==> config.mk <==
export PLATFORM = sky130hd
export DESIGN_NAME = interval_timer_statistics_top_flat
export DESIGN_NICKNAME = d
export VERILOG_FILES = /design/src/design/its_pkg.sv /design/src/design/its_if.sv /design/src/design/interval_timer_statistics_top.sv /design/src/flat_wrapper.sv
export SDC_FILE = /design/constraint.sdc
export NUM_CORES = 2
export LEC_CHECK = 0
export ABC_CLOCK_PERIOD_IN_PS = 33800
export BUFFER_PORTS_ARGS = -buffer_cell sky130_fd_sc_hd__buf_2
export CORE_MARGIN = 2
export CORE_UTILIZATION = 45
export CTS_CLUSTER_DIAMETER = 100
export DETAILED_ROUTE_END_ITERATION = 7
export REMOVE_ABC_BUFFERS = 1
export SLEW_MARGIN = 20
export SYNTH_ARGS = -nofsm -noshare
export SYNTH_HDL_FRONTEND = slang
export SYNTH_SLANG_ARGS = --single-unit
==> constraint.sdc <==
create_clock -name clk -period 33.8 [get_ports clk]
set_input_delay 3.38 -clock clk [delete_from_list [all_inputs] [get_ports clk]]
set_output_delay 3.38 -clock clk [all_outputs]
set_load 0.05 [all_outputs]
==> src/design/its_pkg.sv <==
// shared constants, codes and types for the interval timer statistics block
// no dependencies; used by the channel interfaces, the top level and the checker
package its_pkg;

  localparam int CHANNELS = 16;
  localparam int CMD_W    = 2;
  localparam int CH_W     = 4;
  localparam int DATA_W   = 32;
  localparam int IDX_W    = (CHANNELS > 1) ? $clog2(CHANNELS) : 1;
  localparam int OPN_W    = $clog2(CHANNELS + 1);
  localparam int DIV_STEPS = DATA_W;
  localparam int STEP_W   = $clog2(DIV_STEPS);

  localparam logic [CMD_W-1:0] CMD_START = 2'd0;
  localparam logic [CMD_W-1:0] CMD_STOP  = 2'd1;
  localparam logic [CMD_W-1:0] CMD_QUERY = 2'd2;

  localparam logic [DATA_W-1:0] ALL_ONES = '1;

  // one memory word per channel
  typedef struct packed {
    logic [DATA_W-1:0] start_stamp;
    logic [DATA_W-1:0] least;
    logic [DATA_W-1:0] greatest;
    logic [DATA_W-1:0] sum;
    logic [DATA_W-1:0] count;
    logic              roll;
  } entry_t;

  typedef enum logic [2:0] {
    ST_IDLE,
    ST_EXEC,
    ST_UPD,
    ST_DIV,
    ST_RESP
  } state_t;

endpackage

==> src/design/its_if.sv <==
// request and result channel interfaces for the interval timer statistics block
// depends on its_pkg for field widths
interface its_in_if;
  logic                         valid;
  logic                         ready;
  logic [its_pkg::CMD_W-1:0]    cmd;
  logic [its_pkg::CH_W-1:0]     channel;
  logic [its_pkg::DATA_W-1:0]   timestamp_us;

  modport source (output valid, output cmd, output channel, output timestamp_us,
                  input ready);
  modport sink   (input valid, input cmd, input channel, input timestamp_us,
                  output ready);
endinterface

interface its_out_if;
  logic                              valid;
  logic                              ready;
  logic signed [its_pkg::DATA_W-1:0] min_time;
  logic signed [its_pkg::DATA_W-1:0] mean_time;
  logic signed [its_pkg::DATA_W-1:0] max_time;

  modport source (output valid, output min_time, output mean_time, output max_time,
                  input ready);
  modport sink   (input valid, input min_time, input mean_time, input max_time,
                  output ready);
endinterface

==> src/design/interval_timer_statistics_top.sv <==
// Multi-channel interval profiler: start, stop and query requests on a per-channel
// statistics memory (registered synchronous read), with a 32-step shared divider.
// Start writes the start stamp; stop reads, takes the duration and writes back.
// Query: result registered in ST_RESP after ST_EXEC, via ST_DIV when the mean runs
// through the bit-serial divider; one request at a time, the next taken in ST_IDLE.
// Reset (rst_n low, synchronous) clears control, opened count and per-entry valid bits.
module interval_timer_statistics_top (
  input  logic         clk,
  input  logic         rst_n,
  its_in_if.sink       in_bus,
  its_out_if.source    out_bus
);

  its_pkg::state_t state_r, state_nxt;

  logic [its_pkg::CMD_W-1:0]  cmd_r;
  logic [its_pkg::CH_W-1:0]   ch_r;
  logic [its_pkg::DATA_W-1:0] ts_r;

  its_pkg::entry_t stat_mem [its_pkg::CHANNELS];
  its_pkg::entry_t rd_r;
  logic            rd_vld_r;
  logic [its_pkg::CHANNELS-1:0] vld_r;
  logic [its_pkg::OPN_W-1:0]    opened_r;

  logic [its_pkg::DATA_W-1:0] dur_r;
  logic [its_pkg::DATA_W-1:0] res_min_r, res_max_r, res_mean_r;
  logic [its_pkg::DATA_W-1:0] dvd_r, rem_r, dsr_r;
  logic [its_pkg::STEP_W-1:0] step_r;

  logic                       out_valid_r;
  logic [its_pkg::DATA_W-1:0] out_min_r, out_mean_r, out_max_r;

  logic            in_ready;
  logic            acc;
  logic            mem_we;
  logic            out_load;
  logic            div_last;
  its_pkg::entry_t cur;
  its_pkg::entry_t wr_data;
  its_pkg::entry_t upd;
  logic [its_pkg::IDX_W-1:0]  in_addr, wr_addr;
  logic            ch_ok, opened, has_samp, need_div, extends_open;
  logic [its_pkg::DATA_W-1:0] new_sum;
  logic [its_pkg::DATA_W+1:0] diff;
  logic            qbit;

  assign acc     = in_bus.valid && in_ready;
  assign in_addr = its_pkg::IDX_W'(in_bus.channel);
  assign wr_addr = its_pkg::IDX_W'(ch_r);

  // an entry never written reads as its reset value
  assign cur = rd_vld_r ? rd_r : '0;

  assign ch_ok        = 32'(ch_r) < 32'(its_pkg::CHANNELS);
  assign opened       = ch_ok && (32'(ch_r) < 32'(opened_r));
  assign extends_open = ch_ok && !(32'(ch_r) < 32'(opened_r));
  assign has_samp     = cur.count != '0;
  assign need_div     = opened && has_samp && !cur.roll;
  assign div_last     = step_r == its_pkg::STEP_W'(its_pkg::DIV_STEPS - 1);

  // sample fold
  assign new_sum = cur.sum + dur_r;
  always_comb begin
    upd = cur;
    if (!has_samp || ($signed(dur_r) < $signed(cur.least))) begin
      upd.least = dur_r;
    end
    if (!has_samp || ($signed(dur_r) > $signed(cur.greatest))) begin
      upd.greatest = dur_r;
    end
    upd.sum  = new_sum;
    upd.roll = cur.roll | new_sum[its_pkg::DATA_W-1];
    if (cur.count != its_pkg::ALL_ONES) begin
      upd.count = cur.count + 1'b1;
    end
  end

  always_comb begin
    wr_data = upd;
    if (state_r == its_pkg::ST_EXEC) begin
      wr_data = cur;
      wr_data.start_stamp = ts_r;
    end
  end

  // restoring divider step
  assign diff = {1'b0, rem_r, dvd_r[its_pkg::DATA_W-1]} - {2'b00, dsr_r};
  assign qbit = !diff[its_pkg::DATA_W+1];

  always_comb begin
    state_nxt = state_r;
    case (state_r)
      its_pkg::ST_IDLE: begin
        if (acc) state_nxt = its_pkg::ST_EXEC;
      end
      its_pkg::ST_EXEC: begin
        case (cmd_r)
          its_pkg::CMD_STOP:  state_nxt = opened ? its_pkg::ST_UPD : its_pkg::ST_IDLE;
          its_pkg::CMD_QUERY: state_nxt = need_div ? its_pkg::ST_DIV : its_pkg::ST_RESP;
          default:            state_nxt = its_pkg::ST_IDLE;
        endcase
      end
      its_pkg::ST_UPD: begin
        state_nxt = its_pkg::ST_IDLE;
      end
      its_pkg::ST_DIV: begin
        if (div_last) state_nxt = its_pkg::ST_RESP;
      end
      its_pkg::ST_RESP: begin
        if (!out_valid_r || out_bus.ready) state_nxt = its_pkg::ST_IDLE;
      end
      default: state_nxt = its_pkg::ST_IDLE;
    endcase
  end

  always_comb begin
    in_ready = 1'b0;
    mem_we   = 1'b0;
    out_load = 1'b0;
    case (state_r)
      its_pkg::ST_IDLE: in_ready = 1'b1;
      its_pkg::ST_EXEC: mem_we   = (cmd_r == its_pkg::CMD_START) && ch_ok;
      its_pkg::ST_UPD:  mem_we   = 1'b1;
      its_pkg::ST_RESP: out_load = !out_valid_r || out_bus.ready;
      default: ;
    endcase
  end

  always_ff @(posedge clk) begin
    if (!rst_n) begin
      state_r     <= its_pkg::ST_IDLE;
      vld_r       <= '0;
      opened_r    <= '0;
      out_valid_r <= 1'b0;
    end else begin
      state_r <= state_nxt;
      if (mem_we) vld_r[wr_addr] <= 1'b1;
      if (state_r == its_pkg::ST_EXEC && cmd_r == its_pkg::CMD_START && extends_open) begin
        opened_r <= its_pkg::OPN_W'(32'(ch_r) + 32'd1);
      end
      if (out_load) begin
        out_valid_r <= 1'b1;
      end else if (out_bus.ready) begin
        out_valid_r <= 1'b0;
      end
    end
  end

  // statistics memory, one write and one registered read per cycle, the read on request acceptance
  always_ff @(posedge clk) begin
    if (mem_we) stat_mem[wr_addr] <= wr_data;
    if (acc) begin
      rd_r     <= stat_mem[in_addr];
      rd_vld_r <= vld_r[in_addr];
      cmd_r    <= in_bus.cmd;
      ch_r     <= in_bus.channel;
      ts_r     <= in_bus.timestamp_us;
    end
  end

  always_ff @(posedge clk) begin
    case (state_r)
      its_pkg::ST_EXEC: begin
        dur_r      <= ts_r - cur.start_stamp;
        res_min_r  <= (opened && has_samp) ? cur.least : its_pkg::ALL_ONES;
        res_max_r  <= (opened && has_samp) ? cur.greatest : its_pkg::ALL_ONES;
        res_mean_r <= its_pkg::ALL_ONES;
        dvd_r      <= cur.sum;
        rem_r      <= '0;
        dsr_r      <= cur.count;
        step_r     <= '0;
      end
      its_pkg::ST_DIV: begin
        rem_r  <= qbit ? diff[its_pkg::DATA_W-1:0]
                       : {rem_r[its_pkg::DATA_W-2:0], dvd_r[its_pkg::DATA_W-1]};
        dvd_r  <= {dvd_r[its_pkg::DATA_W-2:0], qbit};
        step_r <= step_r + 1'b1;
        if (div_last) res_mean_r <= {dvd_r[its_pkg::DATA_W-2:0], qbit};
      end
      default: ;
    endcase
    if (out_load) begin
      out_min_r  <= res_min_r;
      out_mean_r <= res_mean_r;
      out_max_r  <= res_max_r;
    end
  end

  assign in_bus.ready      = in_ready;
  assign out_bus.valid     = out_valid_r;
  assign out_bus.min_time  = $signed(out_min_r);
  assign out_bus.mean_time = $signed(out_mean_r);
  assign out_bus.max_time  = $signed(out_max_r);

endmodule

==> src/flat_wrapper.sv <==
// flat-port wrapper written by rule: the top's interface ports become plain ports
module interval_timer_statistics_top_flat 
  (clk, rst_n, in_bus_valid, in_bus_cmd, in_bus_channel, in_bus_timestamp_us, in_bus_ready, out_bus_valid, out_bus_min_time, out_bus_mean_time, out_bus_max_time, out_bus_ready);
  its_in_if in_bus_i ();
  its_out_if out_bus_i ();
  input  logic clk;
  input  logic rst_n;
  input wire logic [$bits(in_bus_i.valid)-1:0] in_bus_valid;
  input wire logic [$bits(in_bus_i.cmd)-1:0] in_bus_cmd;
  input wire logic [$bits(in_bus_i.channel)-1:0] in_bus_channel;
  input wire logic [$bits(in_bus_i.timestamp_us)-1:0] in_bus_timestamp_us;
  output wire logic [$bits(in_bus_i.ready)-1:0] in_bus_ready;
  output wire logic [$bits(out_bus_i.valid)-1:0] out_bus_valid;
  output wire logic [$bits(out_bus_i.min_time)-1:0] out_bus_min_time;
  output wire logic [$bits(out_bus_i.mean_time)-1:0] out_bus_mean_time;
  output wire logic [$bits(out_bus_i.max_time)-1:0] out_bus_max_time;
  input wire logic [$bits(out_bus_i.ready)-1:0] out_bus_ready;
  assign in_bus_i.valid = in_bus_valid;
  assign in_bus_i.cmd = in_bus_cmd;
  assign in_bus_i.channel = in_bus_channel;
  assign in_bus_i.timestamp_us = in_bus_timestamp_us;
  assign in_bus_ready = in_bus_i.ready;
  assign out_bus_valid = out_bus_i.valid;
  assign out_bus_min_time = out_bus_i.min_time;
  assign out_bus_mean_time = out_bus_i.mean_time;
  assign out_bus_max_time = out_bus_i.max_time;
  assign out_bus_i.ready = out_bus_ready;
  interval_timer_statistics_top u_core (.clk(clk), .rst_n(rst_n), .in_bus(in_bus_i), .out_bus(out_bus_i));
endmodule
==> reports/metrics.yaml <==
worst_setup_path:
  crit_type: "in -> reg"
  cp-start-kind: "primary input"
  end_kind: "register"
  cp_data_arrival_time_ns: 8.24
  critPathRequiredTime_ns: 34.44
  r2r_cells: 13
  crit_path_max_fanout: 59
routing:
  vias_per_cell: 5.93
  totalWireLength_mm: 310
  ant_nets: 0
  wl_per_cell_um: 30.2
  firstDrtPassIters: 5
  drt-initial-drc-count: 6412
  drc: 0
  vias: 60800
run:
  cap_viol_max_count: 0
timing:
  maxSlewViolCount: 0
  fin_crit_sh: 0.225
  finalSetupTns_ns: 0
  setup_viol: 0
  clock_skew_ns: 0.0677
  tightest_slew_ns: 1.17
  slew_headroom: 0.221
  fmax_ghz: 0.132
  hold_viol: 0
  period_minus_slack_ns: 7.60
  rsz0062_at_grt: "no"
pwr:
  total_power_mw: 8.72
  leakagePower_nw: 45.7
  peakVddDrop_v: 0.0000405
  power_per_cell_area_nw_per_um2: 61.8
yosys:
  ys_ff_latch: 3126
  syn_area_um2: 124000
  synth_area_leader_cell: "edfxtp_1"
  synth_compound_area_frac: 0.0257
  muxShareOfSynthArea: 0.154
  seq_area_frac_synth: 0.754
  synthXorXnorAreaFrac: 0.00776
  synth_top_family_by_area: "multiplexers"
  netlist_instances: 5942
  syn_area_per_cell_um2: 20.9
  synth_area_leaders: "edfxtp_1 75%, mux4_2 14%, ha_1 1.7%, nand2_1 0.90%, mux2i_1 0.65%"
  synth_fa_ha_area_frac: 0.0177
  yosysMostFrequentCell: "edfxtp_1"
  synth_cell_type_count: 82
  synth_edf_count: 3101
  yosys.area_share.simple: 0.0291
  synth.yosys.warnings: 0
  synth_flop_cell: "edfxtp_1"
  netlist.area_leader.share: 0.750
  ys_async_sr_fraction: 0
  synth_common_cells: "3101 x edfxtp_1, 794 x mux4_2, 299 x nand2_1"
floorplan:
  chipWidth_um: 529
  io-pin-count: 140
  die_h_um: 529
  start_util: 0.453
  num_rows: 192
  dieArea_um2: 280000
  core_area_um2: 274000
clock_network:
  clock-sinks: 3126
  cts-buffers-inserted: 341
  worstSkewPairLatency_ns: 0.96
  hold_buffers: 0
  cts_root_buf: "clkbuf_16"
  post_cts_buffers: 0
  cts_tree: "built"
  post_cts_resized: 0
  htree_levels: 5
  cts_buffer_depth: 4
  path_clk_slew_ns: 0.06
global_routing:
  grt_usage: 0.220
  grt_pass1_vias: 61900
  antenna_found_initial: 8
  grt_max_degree: 144
  grt_pass1_wl_mm: 444
  grt_overflow_total: 0
place:
  place_congestion: 0.786
  io_buffers: 139
  dp_hpwl_mm: 163
min_path:
  hold_path_depth: 0
  hp-class: "reg -> reg"
layout:
  syn2layout_area_growth_pct: 13.6
  finalNetCount: 6533
  layout-drive-gt1-share: 0.262
  fillers: 21400
outcome:
  outcome: "finished clean"
[cell families after synthesis]
family                     count (synthesis)
AOI/OAI and AO/OA                        499
xor gates and xnor gates                 110
adders and majority gates                174
buffers and inverters                    384
DFF                                     3126
muxes                                    908
and+or+nand+nor                          741
[where the power goes]
part	switching [mW]	total, mW	internal (mW)
Sequential	0.0398	4.48	4.44
Combinational	0.437	0.657	0.220
Clock	1.46	3.58	2.11
Total	1.94	8.72	6.78
[cell usage in the layout (no fill, tap or decap), drive strengths merged, types with 11 or more instances in the layout]
| cell type | count |
|---|---|
| a211oi | 30 |
| a21o | 62 |
| a21oi | 140 |
| a31oi | 13 |
| and2 | 66 |
| and3 | 33 |
| buf | 305 |
| bufinv | 32 |
| clkbuf | 402 |
| clkinv | 143 |
| clkinvlp | 11 |
| dfxtp | 25 |
| edfxtp | 3101 |
| ha | 171 |
| inv | 116 |
| mux2 | 33 |
| mux2i | 81 |
| mux4 | 794 |
| nand2 | 299 |
| nand2b | 52 |
| nand3 | 55 |
| nand4 | 25 |
| nor2 | 94 |
| nor2b | 37 |
| nor3 | 37 |
| o21a | 26 |
| o21ai | 135 |
| xnor2 | 77 |
| xor2 | 33 |
[routing by layer]
| layer | global-route usage | part of all wire | up-vias |
|---|---|---|---|
| met5 | 0 | 0.00011 | - |
| met2 | 0.360 | 0.49 | 2240 |
| met4 | 0.0552 | 0.023 | 6 |
| li1 | - | - | 25300 |
| met3 | 0.0381 | 0.067 | 415 |
| met1 | 0.309 | 0.42 | 32800 |
[sequential cells by signal (all words and copies together), names as in the netlist]
name,flops
u_core.res_min_r,32
u_core.stat_mem,2576
u_core.dur_r,32
u_core.opened_r,5
u_core.step_r,5
u_core.out_bus.mean_time,32
u_core.cmd_r,2
u_core.dsr_r,32
u_core.dvd_r,32
u_core.out_bus.valid,1
u_core.ts_r,32
u_core.res_mean_r,32
u_core.state_r,3
u_core.ch_r,4
u_core.res_max_r,32
u_core.out_bus.min_time,32
u_core.vld_r,16
u_core.rd_vld_r,1
u_core.rd_r,161
u_core.out_bus.max_time,32
u_core.rem_r,32
[path summary, 6_finish.rpt]
path,from,endpoint,slack (ns)
max reg2reg,u_core.rd_vld_r,u_core.stat_mem[11][82],27.18
min,u_core.res_max_r[13],u_core.out_bus.max_time[13],0.37
min reg2reg,u_core.res_max_r[13],u_core.out_bus.max_time[13],0.37
max,in_bus_channel[0],u_core.rd_r[6],26.20
[through the flow]
stage / instances / worst slack [ns] / util / hold slack [ns] / instance area (um2)
final: 10300 / 26.20 / 0.514 / 0.373 / 141000
after global routing: 10300 / 25.61 / 0.514 / 0.383 / 141000
after CTS: 10300 / 25.99 / 0.513 / 0.371 / 141000
after detailed placement: 9660 / 24.99 / 0.474 / 0.405 / 130000
after global placement: 9660 / 24.99 / 0.474 / 0.402 / 130000
after floorplan: 5669 / 20.98 / - / 0.400 / 123000
[layout make-up]
type,count,area [um2],share of cell area
multi-input cells,2432,29600,0.210
diodes,6,15.0,0.000106
flip-flops and latches,3126,93600,0.664
well taps,3686,4610,0.0327
clock buffers,402,8890,0.0630
inverters,111,425,0.00302
repair buffers,305,2140,0.0152
clock inverters,191,1750,0.0124
[worst max-delay path, cell delays in order]
cell and delay [ns]:
buf_8 0.48, buf_4 0.58, buf_4 0.78, buf_4 0.82, buf_4 0.86, mux4_2 0.59
nor2b_1 0.14, a211oi_1 0.29, a21oi_1 0.06
Note: power is estimated with default switching activity, not from simulation.
